`config.mk`:
```
export PLATFORM = sky130hd
export DESIGN_NAME = parallel_iterative_matching_scheduler_top
export DESIGN_NICKNAME = d
export VERILOG_FILES = /design/src/hdl/pims_pkg.sv /design/src/hdl/pims_draw.sv /design/src/hdl/parallel_iterative_matching_scheduler_top.sv
export SDC_FILE = /design/constraint.sdc
export NUM_CORES = 2
export LEC_CHECK = 0
export CORE_UTILIZATION = 45
export CTS_CLUSTER_SIZE = 24
export DETAILED_ROUTE_END_ITERATION = 7
export DONT_BUFFER_PORTS = 1
export GPL_ROUTABILITY_DRIVEN = 0
export PLACE_DENSITY = 0.67
export SLEW_MARGIN = 40
export SYNTH_ARGS = -nofsm -noshare
export SYNTH_HDL_FRONTEND = slang
export SYNTH_SLANG_ARGS = --single-unit
```
`constraint.sdc`:
```
create_clock -name clk -period 9 [get_ports clk]
set_clock_uncertainty 0.15 [all_clocks]
set_input_delay 2.7 -clock clk [delete_from_list [all_inputs] [get_ports clk]]
set_output_delay 2.7 -clock clk [all_outputs]
set_load 0.02 [all_outputs]
```
`src/hdl/pims_pkg.sv`:
```
// Shared constants, types and helpers for the parallel iterative matching scheduler.
// No dependencies; used by pims_draw and the top level.
package pims_pkg;

  localparam int NUM_INPUTS  = 8;
  localparam int NUM_OUTPUTS = 8;
  localparam int MAX_PORTS   = 8;
  localparam int PORT_W      = 3;
  localparam int CNT_W       = 4;
  localparam int REQ_STRIDE  = 8;
  localparam int REQ_W       = 64;
  localparam int ITER_W      = 5;
  localparam int RNG_W       = 48;
  localparam int RNG_DEPTH   = NUM_OUTPUTS + NUM_INPUTS;
  localparam int RNG_AW      = $clog2(RNG_DEPTH);

  localparam logic [ITER_W-1:0] MAX_ROUNDS = 5'd16;
  localparam logic [RNG_W-1:0]  LCG_MUL    = 48'h0005_DEEC_E66D;
  localparam logic [RNG_W-1:0]  LCG_ADD    = 48'h0000_0000_000B;

  localparam logic [15:0] OUT_SEED_HI  = 16'h93ac;
  localparam logic [15:0] OUT_SEED_MID = 16'hbc21;
  localparam logic [15:0] OUT_SEED_LO  = 16'h1438;
  localparam logic [15:0] IN_SEED_HI   = 16'h90aa;
  localparam logic [15:0] IN_SEED_MID  = 16'hbe22;
  localparam logic [15:0] IN_SEED_LO   = 16'h1239;

  typedef struct packed {
    logic               start;
    logic [RNG_W-1:0]   x;
    logic [CNT_W-1:0]   count;
  } draw_req_t;

  typedef struct packed {
    logic               done;
    logic [RNG_W-1:0]   x_new;
    logic [PORT_W-1:0]  pick;
  } draw_rsp_t;

  // Generator seed for one port
  function automatic logic [RNG_W-1:0] seed_of(input logic [15:0] hi, input logic [15:0] mid,
                                               input logic [15:0] lo,
                                               input logic [PORT_W-1:0] p);
    logic [15:0] pe;
    pe = {{(16-PORT_W){1'b0}}, p};
    return {hi ^ pe, mid ^ pe, lo ^ pe};
  endfunction

  // Number of set bits in a candidate mask
  function automatic logic [CNT_W-1:0] popcount(input logic [MAX_PORTS-1:0] m);
    logic [CNT_W-1:0] n;
    n = '0;
    for (int i = 0; i < MAX_PORTS; i++) n = n + CNT_W'(m[i]);
    return n;
  endfunction

  // Position of the k-th set bit, counting from bit 0
  function automatic logic [PORT_W-1:0] pick_bit(input logic [MAX_PORTS-1:0] m,
                                                 input logic [PORT_W-1:0] k);
    logic [CNT_W-1:0]  seen;
    logic [PORT_W-1:0] res;
    seen = '0;
    res  = '0;
    for (int i = 0; i < MAX_PORTS; i++) begin
      if (m[i]) begin
        if (seen == {1'b0, k}) res = PORT_W'(i);
        seen = seen + 1'b1;
      end
    end
    return res;
  endfunction

endpackage

```
`src/hdl/pims_draw.sv`:
```
// Random draw unit: one 48-bit LCG step in partial products, then result mod count.
// Depends on pims_pkg.
module pims_draw (
  input  logic                clk,
  input  logic                rst_n,
  input  pims_pkg::draw_req_t req,
  output pims_pkg::draw_rsp_t rsp
);
  import pims_pkg::*;

  localparam logic [2:0] D_IDLE = 3'd0;
  localparam logic [2:0] D_MLO  = 3'd1;
  localparam logic [2:0] D_MHI  = 3'd2;
  localparam logic [2:0] D_SUM  = 3'd3;
  localparam logic [2:0] D_MOD  = 3'd4;

  logic [2:0]       dstate_r;
  logic [RNG_W-1:0] x_r;
  logic [CNT_W-1:0] cnt_r;
  logic [RNG_W-1:0] plo_r;
  logic [23:0]      phi_r;
  logic [31:0]      r_r;
  logic [CNT_W-1:0] rem_r;
  logic [2:0]       step_r;
  logic             done_r;
  logic [RNG_W-1:0] x_sum;
  logic [CNT_W-1:0] rem_nxt;

  // Next generator state from the two partial products
  assign x_sum = plo_r + {phi_r, 24'd0} + LCG_ADD;

  // Fold four bits of the draw into the running remainder
  always_comb begin
    rem_nxt = rem_r;
    for (int b = 0; b < 4; b++) begin
      rem_nxt = {rem_nxt[CNT_W-2:0], r_r[31-b]};
      if (rem_nxt >= cnt_r) rem_nxt = rem_nxt - cnt_r;
    end
  end

  // Step through multiply and remainder phases
  always_ff @(posedge clk) begin
    if (!rst_n) begin
      dstate_r <= D_IDLE;
      done_r   <= 1'b0;
    end else begin
      done_r <= 1'b0;
      unique case (dstate_r)
        D_IDLE: begin
          if (req.start) begin
            x_r      <= req.x;
            cnt_r    <= req.count;
            dstate_r <= D_MLO;
          end
        end
        D_MLO: begin
          plo_r    <= {24'd0, x_r[23:0]} * LCG_MUL;
          dstate_r <= D_MHI;
        end
        D_MHI: begin
          phi_r    <= x_r[47:24] * LCG_MUL[23:0];
          dstate_r <= D_SUM;
        end
        D_SUM: begin
          x_r      <= x_sum;
          r_r      <= {1'b0, x_sum[47:17]};
          rem_r    <= '0;
          step_r   <= '0;
          dstate_r <= D_MOD;
        end
        D_MOD: begin
          rem_r  <= rem_nxt;
          r_r    <= {r_r[27:0], 4'd0};
          step_r <= step_r + 1'b1;
          if (step_r == 3'd7) begin
            done_r   <= 1'b1;
            dstate_r <= D_IDLE;
          end
        end
        default: dstate_r <= D_IDLE;
      endcase
    end
  end

  assign rsp.done  = done_r;
  assign rsp.x_new = x_r;
  assign rsp.pick  = rem_r[PORT_W-1:0];

endmodule

```
`src/hdl/parallel_iterative_matching_scheduler_top.sv`:
```
// Parallel iterative matching scheduler, top level: sequencer, generator memory, result port.
// Depends on pims_pkg and pims_draw.
//
// One request matrix word is taken at a time. After reset a pass loads the generator
// seeds into the generator memory and the input stays not ready. Matching then runs port by
// port: each grant round visits the 8 outputs and each accept round the 8 inputs; a port with
// no candidates is skipped in its scan step, and a port that draws goes through a memory read, two
// partial-product multiply steps, a sum step and an 8-step remainder in the draw unit. With a
// round limit of zero the item goes straight to the results. Eight result words follow, one
// per output in ascending order, each held until taken.
module parallel_iterative_matching_scheduler_top (
  input  logic                                  clk,
  input  logic                                  rst_n,
  input  logic                                  in_valid,
  output logic                                  in_ready,
  input  logic [pims_pkg::REQ_W-1:0]            in_request_matrix,
  output logic                                  out_valid,
  input  logic                                  out_ready,
  output logic [pims_pkg::PORT_W-1:0]           out_output_port,
  output logic                                  out_matched,
  output logic [pims_pkg::PORT_W-1:0]           out_matched_input,
  output logic [pims_pkg::ITER_W-1:0]           out_rounds_used,
  output logic                                  out_last,
  input  logic                                  cfg_wr_en,
  input  logic [pims_pkg::ITER_W-1:0]           cfg_wr_data
);
  import pims_pkg::*;

  localparam logic [2:0] ST_INIT = 3'd0;
  localparam logic [2:0] ST_IDLE = 3'd1;
  localparam logic [2:0] ST_SCAN = 3'd2;
  localparam logic [2:0] ST_READ = 3'd3;
  localparam logic [2:0] ST_WAIT = 3'd4;
  localparam logic [2:0] ST_EMIT = 3'd5;

  logic [2:0]              state_r;
  logic [RNG_AW-1:0]       init_cnt_r;
  logic [ITER_W-1:0]       cfg_iter_r;
  logic [REQ_W-1:0]        req_r;
  logic [ITER_W-1:0]       limit_r;
  logic [ITER_W-1:0]       round_r;
  logic [ITER_W-1:0]       rounds_r;
  logic                    phase_r;
  logic [PORT_W-1:0]       port_r;
  logic                    conn_r;
  logic [MAX_PORTS-1:0]    mask_r;
  logic [CNT_W-1:0]        cnt_r;
  logic [PORT_W-1:0]       emit_r;

  logic [NUM_OUTPUTS-1:0]  grant_r   [NUM_INPUTS];
  logic                    in_vld_r  [NUM_INPUTS];
  logic                    out_vld_r [NUM_OUTPUTS];
  logic [PORT_W-1:0]       out_idx_r [NUM_OUTPUTS];

  logic [RNG_W-1:0]        rng_mem   [RNG_DEPTH];
  logic [RNG_W-1:0]        rd_data_r;

  logic [ITER_W-1:0]       lim;
  logic [MAX_PORTS-1:0]    scan_mask;
  logic                    scan_skip;
  logic [RNG_AW-1:0]       cur_addr;
  logic                    mem_we;
  logic [RNG_AW-1:0]       mem_waddr;
  logic [RNG_W-1:0]        mem_wdata;
  logic [RNG_W-1:0]        seed;
  logic                    draw_done;
  logic                    adv;
  logic                    conn_now;
  logic [PORT_W-1:0]       sel;
  draw_req_t               dreq;
  draw_rsp_t               drsp;

  // Saturate the round limit
  assign lim = (cfg_iter_r > MAX_ROUNDS) ? MAX_ROUNDS : cfg_iter_r;

  // Candidates of the current port
  always_comb begin
    scan_mask = '0;
    if (phase_r) begin
      scan_skip = in_vld_r[port_r];
      for (int o = 0; o < NUM_OUTPUTS; o++) scan_mask[o] = grant_r[port_r][o];
    end else begin
      scan_skip = out_vld_r[port_r];
      for (int i = 0; i < NUM_INPUTS; i++)
        scan_mask[i] = req_r[i*REQ_STRIDE + int'(port_r)] & ~in_vld_r[i];
    end
    if (scan_mask == '0) scan_skip = 1'b1;
  end

  // Outputs live at the low addresses, inputs above them
  assign cur_addr = phase_r ? RNG_AW'(NUM_OUTPUTS) + RNG_AW'(port_r) : RNG_AW'(port_r);

  // Seed for the loading pass after reset
  always_comb begin
    if (init_cnt_r < RNG_AW'(NUM_OUTPUTS))
      seed = seed_of(OUT_SEED_HI, OUT_SEED_MID, OUT_SEED_LO, PORT_W'(init_cnt_r));
    else
      seed = seed_of(IN_SEED_HI, IN_SEED_MID, IN_SEED_LO,
                     PORT_W'(init_cnt_r - RNG_AW'(NUM_OUTPUTS)));
  end

  assign draw_done = (state_r == ST_WAIT) && drsp.done;
  assign sel       = pick_bit(mask_r, drsp.pick);
  assign mem_we    = (state_r == ST_INIT) || draw_done;
  assign mem_waddr = (state_r == ST_INIT) ? init_cnt_r : cur_addr;
  assign mem_wdata = (state_r == ST_INIT) ? seed : drsp.x_new;
  assign adv       = ((state_r == ST_SCAN) && scan_skip) || draw_done;
  assign conn_now  = conn_r || (draw_done && phase_r);

  // Generator memory, registered read
  always_ff @(posedge clk) begin
    if (mem_we) rng_mem[mem_waddr] <= mem_wdata;
    rd_data_r <= rng_mem[cur_addr];
  end

  assign dreq.start = (state_r == ST_READ);
  assign dreq.x     = rd_data_r;
  assign dreq.count = cnt_r;

  pims_draw u_draw (
    .clk   (clk),
    .rst_n (rst_n),
    .req   (dreq),
    .rsp   (drsp)
  );

  // Sequencer
  always_ff @(posedge clk) begin
    if (!rst_n) begin
      state_r    <= ST_INIT;
      init_cnt_r <= '0;
      cfg_iter_r <= ITER_W'(1);
    end else begin
      if (cfg_wr_en) cfg_iter_r <= cfg_wr_data;
      unique case (state_r)
        ST_INIT: begin
          init_cnt_r <= init_cnt_r + 1'b1;
          if (init_cnt_r == RNG_AW'(RNG_DEPTH - 1)) state_r <= ST_IDLE;
        end
        ST_IDLE: begin
          if (in_valid) begin
            req_r   <= in_request_matrix;
            round_r <= '0;
            phase_r <= 1'b0;
            port_r  <= '0;
            conn_r  <= 1'b0;
            limit_r <= lim;
            emit_r  <= '0;
            for (int i = 0; i < NUM_INPUTS; i++) begin
              grant_r[i]  <= '0;
              in_vld_r[i] <= 1'b0;
            end
            for (int o = 0; o < NUM_OUTPUTS; o++) begin
              out_vld_r[o] <= 1'b0;
              out_idx_r[o] <= '0;
            end
            if (lim == '0) begin
              rounds_r <= '0;
              state_r  <= ST_EMIT;
            end else begin
              state_r <= ST_SCAN;
            end
          end
        end
        ST_SCAN: begin
          if (!scan_skip) begin
            mask_r  <= scan_mask;
            cnt_r   <= popcount(scan_mask);
            state_r <= ST_READ;
          end
        end
        ST_READ: state_r <= ST_WAIT;
        ST_WAIT: begin
          if (drsp.done) begin
            if (phase_r) begin
              in_vld_r[port_r] <= 1'b1;
              out_vld_r[sel]   <= 1'b1;
              out_idx_r[sel]   <= port_r;
              conn_r           <= 1'b1;
            end else begin
              grant_r[sel][port_r] <= 1'b1;
            end
          end
        end
        ST_EMIT: begin
          if (out_ready) begin
            if (emit_r == PORT_W'(NUM_OUTPUTS - 1)) state_r <= ST_IDLE;
            else emit_r <= emit_r + 1'b1;
          end
        end
        default: state_r <= ST_IDLE;
      endcase

      // Advance to the next port, phase or round
      if (adv) begin
        state_r <= ST_SCAN;
        if (!phase_r) begin
          if (port_r == PORT_W'(NUM_OUTPUTS - 1)) begin
            phase_r <= 1'b1;
            port_r  <= '0;
          end else begin
            port_r <= port_r + 1'b1;
          end
        end else if (port_r == PORT_W'(NUM_INPUTS - 1)) begin
          if (!conn_now) begin
            rounds_r <= round_r;
            state_r  <= ST_EMIT;
          end else if (round_r + 1'b1 == limit_r) begin
            rounds_r <= limit_r;
            state_r  <= ST_EMIT;
          end else begin
            round_r <= round_r + 1'b1;
            phase_r <= 1'b0;
            port_r  <= '0;
            conn_r  <= 1'b0;
          end
        end else begin
          port_r <= port_r + 1'b1;
        end
      end
    end
  end

  // Result word, held while the emit state waits
  assign in_ready          = (state_r == ST_IDLE);
  assign out_valid         = (state_r == ST_EMIT);
  assign out_output_port   = emit_r;
  assign out_matched       = out_vld_r[emit_r];
  assign out_matched_input = out_vld_r[emit_r] ? out_idx_r[emit_r] : '0;
  assign out_rounds_used   = rounds_r;
  assign out_last          = (emit_r == PORT_W'(NUM_OUTPUTS - 1));

endmodule
```
---- Word level (Yosys, flattened, before mapping) ----
Memory sizes are Yosys's and may differ from the RTL's. A register that Yosys moved wholly into a read port is not among the register bits.
Cells that the tools add are included.
word-level totals
  input port bits ......................... 74
  bits in registers ....................... 277
  ROM bits ................................ 0
  latch bits .............................. 0
  memories ................................ 5
  output and inout port bits .............. 15
  bits in writable memories ............... 872
  word-level logic and storage cells ...... 318
memory list
  name       words  bits a word  read ports  clocked after Yosys merged registers in  write ports  RTL line                                         text
  rng_mem    16     48           1           1                                        1            parallel_iterative_matching_scheduler_top.sv:55  logic [RNG_W-1:0] rng_mem [RNG_DEPTH];
  grant_r    8      8            1           1                                        8            parallel_iterative_matching_scheduler_top.sv:50  logic [NUM_OUTPUTS-1:0] grant_r [NUM_INPUTS];
  out_idx_r  8      3            1           1                                        8            parallel_iterative_matching_scheduler_top.sv:53  logic [PORT_W-1:0] out_idx_r [NUM_OUTPUTS];
  in_vld_r   8      1            9           1                                        8            parallel_iterative_matching_scheduler_top.sv:51  logic in_vld_r [NUM_INPUTS];
  out_vld_r  8      1            2           2                                        8            parallel_iterative_matching_scheduler_top.sv:52  logic out_vld_r [NUM_OUTPUTS];
cells by class
  $add $sub $neg .......................... 33
  mux-type cells .......................... 157
  divide/modulo/power cells ............... 0
  eq/ne operators ......................... 32
  magnitude comparators ................... 16
  reduce and logical (&&, ||, !) cells .... 29
  multipliers ............................. 2
  shift-type cells ........................ 0
  bitwise logic cells ..................... 22
operators by type and width
  cell                                                  count
  two-way mux 3 bit                                     51
  two-way mux 48 bit                                    3
  one-hot mux 48 bit (2 select lines)                   1
  two-way mux 5 bit                                     16
  one-hot mux 32 bit (2 select lines)                   1
  two-way mux 1 bit                                     58
  adder 48 x 4 -> 48 bit (second input constant)        1
  adder 48 bit                                          1
  multiplier 24 x 35 -> 48 bit (second input constant)  1
  binary-select mux 1 bit (select 6 bit)                7
  two-way mux 4 bit                                     8
  two-way mux 8 bit                                     4
  adder 4 x 1 -> 4 bit (second input constant)          7
  adder 6 x 3 -> 7 bit (first input constant)           4
  < comparator 7 bit (second input constant)            4
  equality test 4 x 3 -> 1 bit                          6
  multiplier 24 x 22 -> 24 bit (second input constant)  1
  equality test 3 bit (second input constant)           6
  one-hot mux 3 bit (2 select lines)                    3
  one-hot mux 3 bit (6 select lines)                    1
  adder 4 x 1 -> 4 bit                                  4
  greater-or-equal comparator 4 bit                     4
  NOT 1 -> 8 bit                                        2
  one-hot mux 3 bit (5 select lines)                    1
  other kinds (47)                                      96

---- Longest topological paths before layout ----
  depth in word-level cells ............... 17
  depth in mapped cells ................... 29

---- By module ----
From an unflattened synthesis, not the netlist that was laid out.
second synthesis, totals
  cells, all modules ...................... 5145
  area, all modules ....................... 66877.9 um^2
by module, submodules not included
  module                                     times used  area each (um^2)  seq. area each (um^2)  cells each
  parallel_iterative_matching_scheduler_top  1           40750.3           29678.5                2654
  pims_draw                                  1           26127.6           4944.7                 2491

---- Worst setup path after synthesis ----
No wires, ideal clock.
  path type ............................... input port to flip-flop
  start ................................... input port rst_n
  end ..................................... register u_draw.dstate_r[1]
  data arrival time ....................... 8.178 ns
  cell stages on the path ................. 3
  slack ................................... 0.586 ns
  path buffers ............................ 1
  required time ........................... 8.764 ns
  cell sequence ........................... clkbuf_1 > nor4bb_1 > or2_2
RTL lines
  what                    RTL line                                         text
  start: declaration      parallel_iterative_matching_scheduler_top.sv:13  input logic rst_n,
  end signal: assignment  pims_draw.sv:44                                  dstate_r <= D_IDLE;
  end signal: assignment  pims_draw.sv:53                                  dstate_r <= D_MLO;
  end signal: assignment  pims_draw.sv:58                                  dstate_r <= D_MHI;
  end: declaration        pims_draw.sv:17                                  logic [2:0] dstate_r;

---- Worst setup path in the final report ----
  start ................................... register u_draw.x_r[3]
  end ..................................... register u_draw.plo_r[46], data pin
on the way
  word-level cells in the longest chain between the ends .. 1
RTL lines
  what                          RTL line         text
  start: declaration            pims_draw.sv:18  logic [RNG_W-1:0] x_r;
  start signal: assignment      pims_draw.sv:51  x_r <= req.x;
  start signal: assignment      pims_draw.sv:65  x_r <= x_sum;
  multiplier 24 x 35 -> 48 bit  pims_draw.sv:57  plo_r <= {24'd0, x_r[23:0]} * LCG_MUL;
  end signal: assignment        pims_draw.sv:57
  end: declaration              pims_draw.sv:20  logic [RNG_W-1:0] plo_r;
Every way passes these cells.
A chain may end at the register's enable or synchronous reset.

==> impl_metrics.env <==
export IMPL_drt_pass1_iterations=5
export IMPL_dp_hpwl_um=124000
export IMPL_dp_cells=6905
export IMPL_ys_seq_area_share_pct=52.2
export IMPL_drt_iter0_drc=4374
export IMPL_finalPower_mw=11.7
export IMPL_grt_antenna_before_repair=10
export IMPL_vias=41400
export IMPL_core_region_area_mm2=0.146
export IMPL_worst_path_buf_inv=4
export IMPL_grt_start_max_net_pins=109
export IMPL_hold_buffers=0
export IMPL_cp_end_kind="flop"
export IMPL_status="finished, final reports clean"
export IMPL_fill_cells=12300
export IMPL_p_per_area_mw_per_mm2=160
export IMPL_via_per_inst=5.81
export IMPL_cts_root_buffer="clkbuf_16"
export IMPL_syn_area_per_cell_um2=12.9
export IMPL_ys_ff_latch=1203
export IMPL_synth_edf_count=1053
export IMPL_slowest_stage="fa_1"
export IMPL_synth_top_area_share_pct=47.7
export IMPL_cp_common_cell="fa_1"
export IMPL_final_layout_size_suffix_gt1_share_pct=8.29
export IMPL_multiInputGateArea_mm2=0.0286
export IMPL_async_reset_ff_share_pct=0
export IMPL_final_antenna_net_count=0
export IMPL_worstPathRequired_ns=9.29
export IMPL_cts_tree="built"
export IMPL_p_leak_nw=28.3
export IMPL_die_w_um=386
export IMPL_post_cts_setup_buffers=0
export IMPL_r2r_start="u_draw.x_r[3]$_DFFE_PP_"
export IMPL_grt_pass1_vias=41600
export IMPL_antenna_cells=0
export IMPL_relSlewSlack_pct=37.9
export IMPL_yosys_warnings=0
export IMPL_min_period_ns=7.79
export IMPL_wl_per_cell_um=25.8
export IMPL_ctsResizeCount=0
export IMPL_overflow=0
export IMPL_grt_use_total_pct=24.9
export IMPL_nNetsFinal=6022
export IMPL_synthTopCellsByArea="edfxtp_1, fa_1, ha_1, dfxtp_1, inv_1"
export IMPL_final_setup_tns_ns=0
export IMPL_reg2reg_setup_slack_ns=1.21
export IMPL_crit_end="u_draw.plo_r[46]$_DFFE_PP_"
export IMPL_r2r_end="u_draw.plo_r[46]$_DFFE_PP_"
export IMPL_rows=140
export IMPL_regArea_mm2=0.0346
export IMPL_instances_no_fill=7127
export IMPL_synth_area_leader_cell="edfxtp_1"
export IMPL_slowest_delay_ns=0.71
export IMPL_critical_path_max_fanout=9
export IMPL_die_h_um=386
export IMPL_cp_start_kind="flop"
export IMPL_maxSlewViolCount=0
export IMPL_worstSetupPathType="flop to flop"
export IMPL_hold_path_class="flop to flop"
export IMPL_dieArea_mm2=0.149
export IMPL_crit_start="u_draw.x_r[3]$_DFFE_PP_"
export IMPL_port_buffers=0
export IMPL_worstSkewPairLatency_ns=0.76
export IMPL_totalWireLength_um=184000
export IMPL_io_pin_count=89
export IMPL_drc=0
export IMPL_crit_family="adder cells"
export IMPL_finalCritPeriodShare_pct=86.5
export IMPL_synthDistinctLibCells=84
export IMPL_reg2reg_depth=23
export IMPL_clock_sinks=1203
export IMPL_dpl_cell_area_mm2=0.0688
export IMPL_max_clock_path_buffers=3
export IMPL_path_depth=23
export IMPL_synth_cell_area_mm2=0.0663
export IMPL_crit_arrival_ns=8.08
export IMPL_cap_violations=0
export IMPL_worstMarginPinSlew_ns=0.925
export IMPL_design_area_mm2=0.0727
export IMPL_areaGrowthSynthToFinish_pct=9.65
export IMPL_cts_buffers=115
export IMPL_grt_pass1_wl_um=273000
export IMPL_hold_viol=0
export IMPL_cts_reportedPaths_clkPinSlew_ns=0.07
export IMPL_synthCells=5126
export IMPL_max_freq_mhz=128
export IMPL_finalSetupViolations=0
export IMPL_ys_flop_type="edfxtp_1"
export IMPL_path_cells="fa_1 -> inv_1 -> fa_1 -> inv_1 -> fa_1 -> fa_1 -> fa_1 -> fa_1 -> inv_1 -> fa_1 -> inv_1 -> ha_1 -> a21o_1 -> a21o_1 -> a21oi_1 -> nor2b_1 -> a311o_1 -> a41o_1 -> a21oi_1 -> o21ai_0 -> o221ai_1 -> o21ai_0 -> xor2_1"
export IMPL_syn_num_nets=6041
export IMPL_start_util_pct=45.5
export IMPL_ir_worst_vdd_v=0.000192
export IMPL_htree_levels=3
export IMPL_rsz0062_at_grt="no"
-- worst min path at each step --
stage / startpoint / to / slack (ns) / cells past startpoint
global route: cnt_r[2]$_DFFE_PP_ / u_draw.cnt_r[2]$_DFFE_PP_ / 0.28 / 0
CTS: cnt_r[2]$_DFFE_PP_ / u_draw.cnt_r[2]$_DFFE_PP_ / 0.28 / 0
finish: cnt_r[2]$_DFFE_PP_ / u_draw.cnt_r[2]$_DFFE_PP_ / 0.28 / 0
floorplan: cnt_r[0]$_DFFE_PP_ / u_draw.cnt_r[0]$_DFFE_PP_ / 0.25 / 0
global placement: cnt_r[3]$_DFFE_PP_ / u_draw.cnt_r[3]$_DFFE_PP_ / 0.26 / 0
detailed placement: cnt_r[1]$_DFFE_PP_ / u_draw.cnt_r[1]$_DFFE_PP_ / 0.26 / 0
-- Yosys cell counts, drive strengths merged (40+ instances only) --
master / number
a21o: 67
a21oi: 177
a221oi: 77
a22o: 55
a22oi: 113
and3: 41
buf: 40
clkbuf: 166
dfxtp: 150
edfxtp: 1053
fa: 467
ha: 374
inv: 713
mux2: 66
mux2i: 99
nand2: 388
nand3: 52
nor2: 167
o21ai: 278
xnor2: 111
xor2: 70
-- worst reg2reg max path, stage by stage (launching register included) --
cell      delay (ns)
edfxtp_1        0.58
fa_1            0.72
inv_1           0.14
fa_1            0.51
inv_1           0.06
fa_1            0.59
fa_1            0.46
fa_1            0.46
fa_1            0.58
inv_1           0.08
fa_1            0.48
inv_1           0.04
ha_1            0.35
a21o_1          0.21
a21o_1          0.19
a21oi_1         0.15
nor2b_1         0.09
a311o_1         0.35
a41o_1          0.22
a21oi_1         0.27
o21ai_0         0.21
o221ai_1        0.29
o21ai_0         0.16
xor2_1          0.16
-- state kept, by name, indices dropped and copies added (netlist names), 5 cells and up, named ones only --
| signal | flops |
|---|---|
| out_vld_r | 8 |
| u_draw.plo_r | 48 |
| req_r | 64 |
| round_r | 5 |
| out_rounds_used | 5 |
| in_vld_r | 8 |
| grant_r | 64 |
| out_idx_r | 24 |
| mask_r | 8 |
| cfg_iter_r | 5 |
| u_draw.phi_r | 24 |
| rng_mem | 768 |
| rd_data_r | 48 |
| limit_r | 5 |
| u_draw.r_r | 32 |
| u_draw.x_r | 48 |
-- through the flow --
stage	hold WS [ns]	worst slack (ns)	util (%)
6_report	0.281	1.21	49.9
5_1_grt	0.281	0.883	49.9
4_1_cts	0.281	1.25	49.8
3_5_place_dp	0.255	1.35	47.2
3_3_place_gp	0.258	1.42	47.1
2_1_floorplan	0.250	0.586	-
-- power by group --
part           leakage, nW  switching [mW]  internal (mW)  total (mW)
Clock                 1.87            2.18           2.75        4.93
Combinational         15.8           0.379          0.159       0.538
Sequential            10.6          0.0528           6.13        6.18
-- cells in the final DEF, fill, tap and decap left out, types with 23 or more instances in the layout --
master,n
edfxtp_1,1053
inv_1,712
fa_1,467
nand2_1,386
ha_1,374
o21ai_0,263
a21oi_1,177
dfxtp_1,149
nor2_1,139
clkbuf_16,116
a22oi_1,113
xnor2_1,109
mux2i_1,99
a221oi_1,77
xor2_1,70
a21o_1,66
mux2_2,66
a22o_1,55
buf_4,53
nand3_1,52
and3_1,40
clkbuf_1,37
mux4_2,35
nor3_1,29
nor2b_1,28
a31oi_1,26
nand2b_1,26
nand4_1,24
and2_1,23
-- kinds of logic after synthesis --
group / Yosys count / share of synthesized area [%]
flip-flops: 1203 / 52.2
AO/OA/AOI/OAI: 936 / 9.28
AND/OR/NAND/NOR: 845 / 5.86
XOR/XNOR: 182 / 2.49
buffers and inverters: 919 / 5.24
adder cells (fa/ha/maj): 841 / 21.1
multiplexers: 200 / 3.80
-- cell type report --
cell class / count / area share [%]
Clock buffer: 171 / 4.52
Clock inverter: 49 / 0.783
Inverter: 713 / 3.68
Multi-Input combinational cell: 3004 / 39.3
Sequential cell: 1203 / 47.6
Tap cell: 1917 / 3.30
Timing Repair Buffer: 70 / 0.869
-- metal layers --
layer	wire length (µm)	part of all wire, %	up-vias	GRT usage, %
met2	81900	45	2149	37.6
met1	75600	41	20900	35.3
met5	56	0.030	-	0
met4	6180	3.4	8	8.07
li1	-	-	18000	-
met3	20000	11	349	5.97
Power figures use the tool's default switching activity.
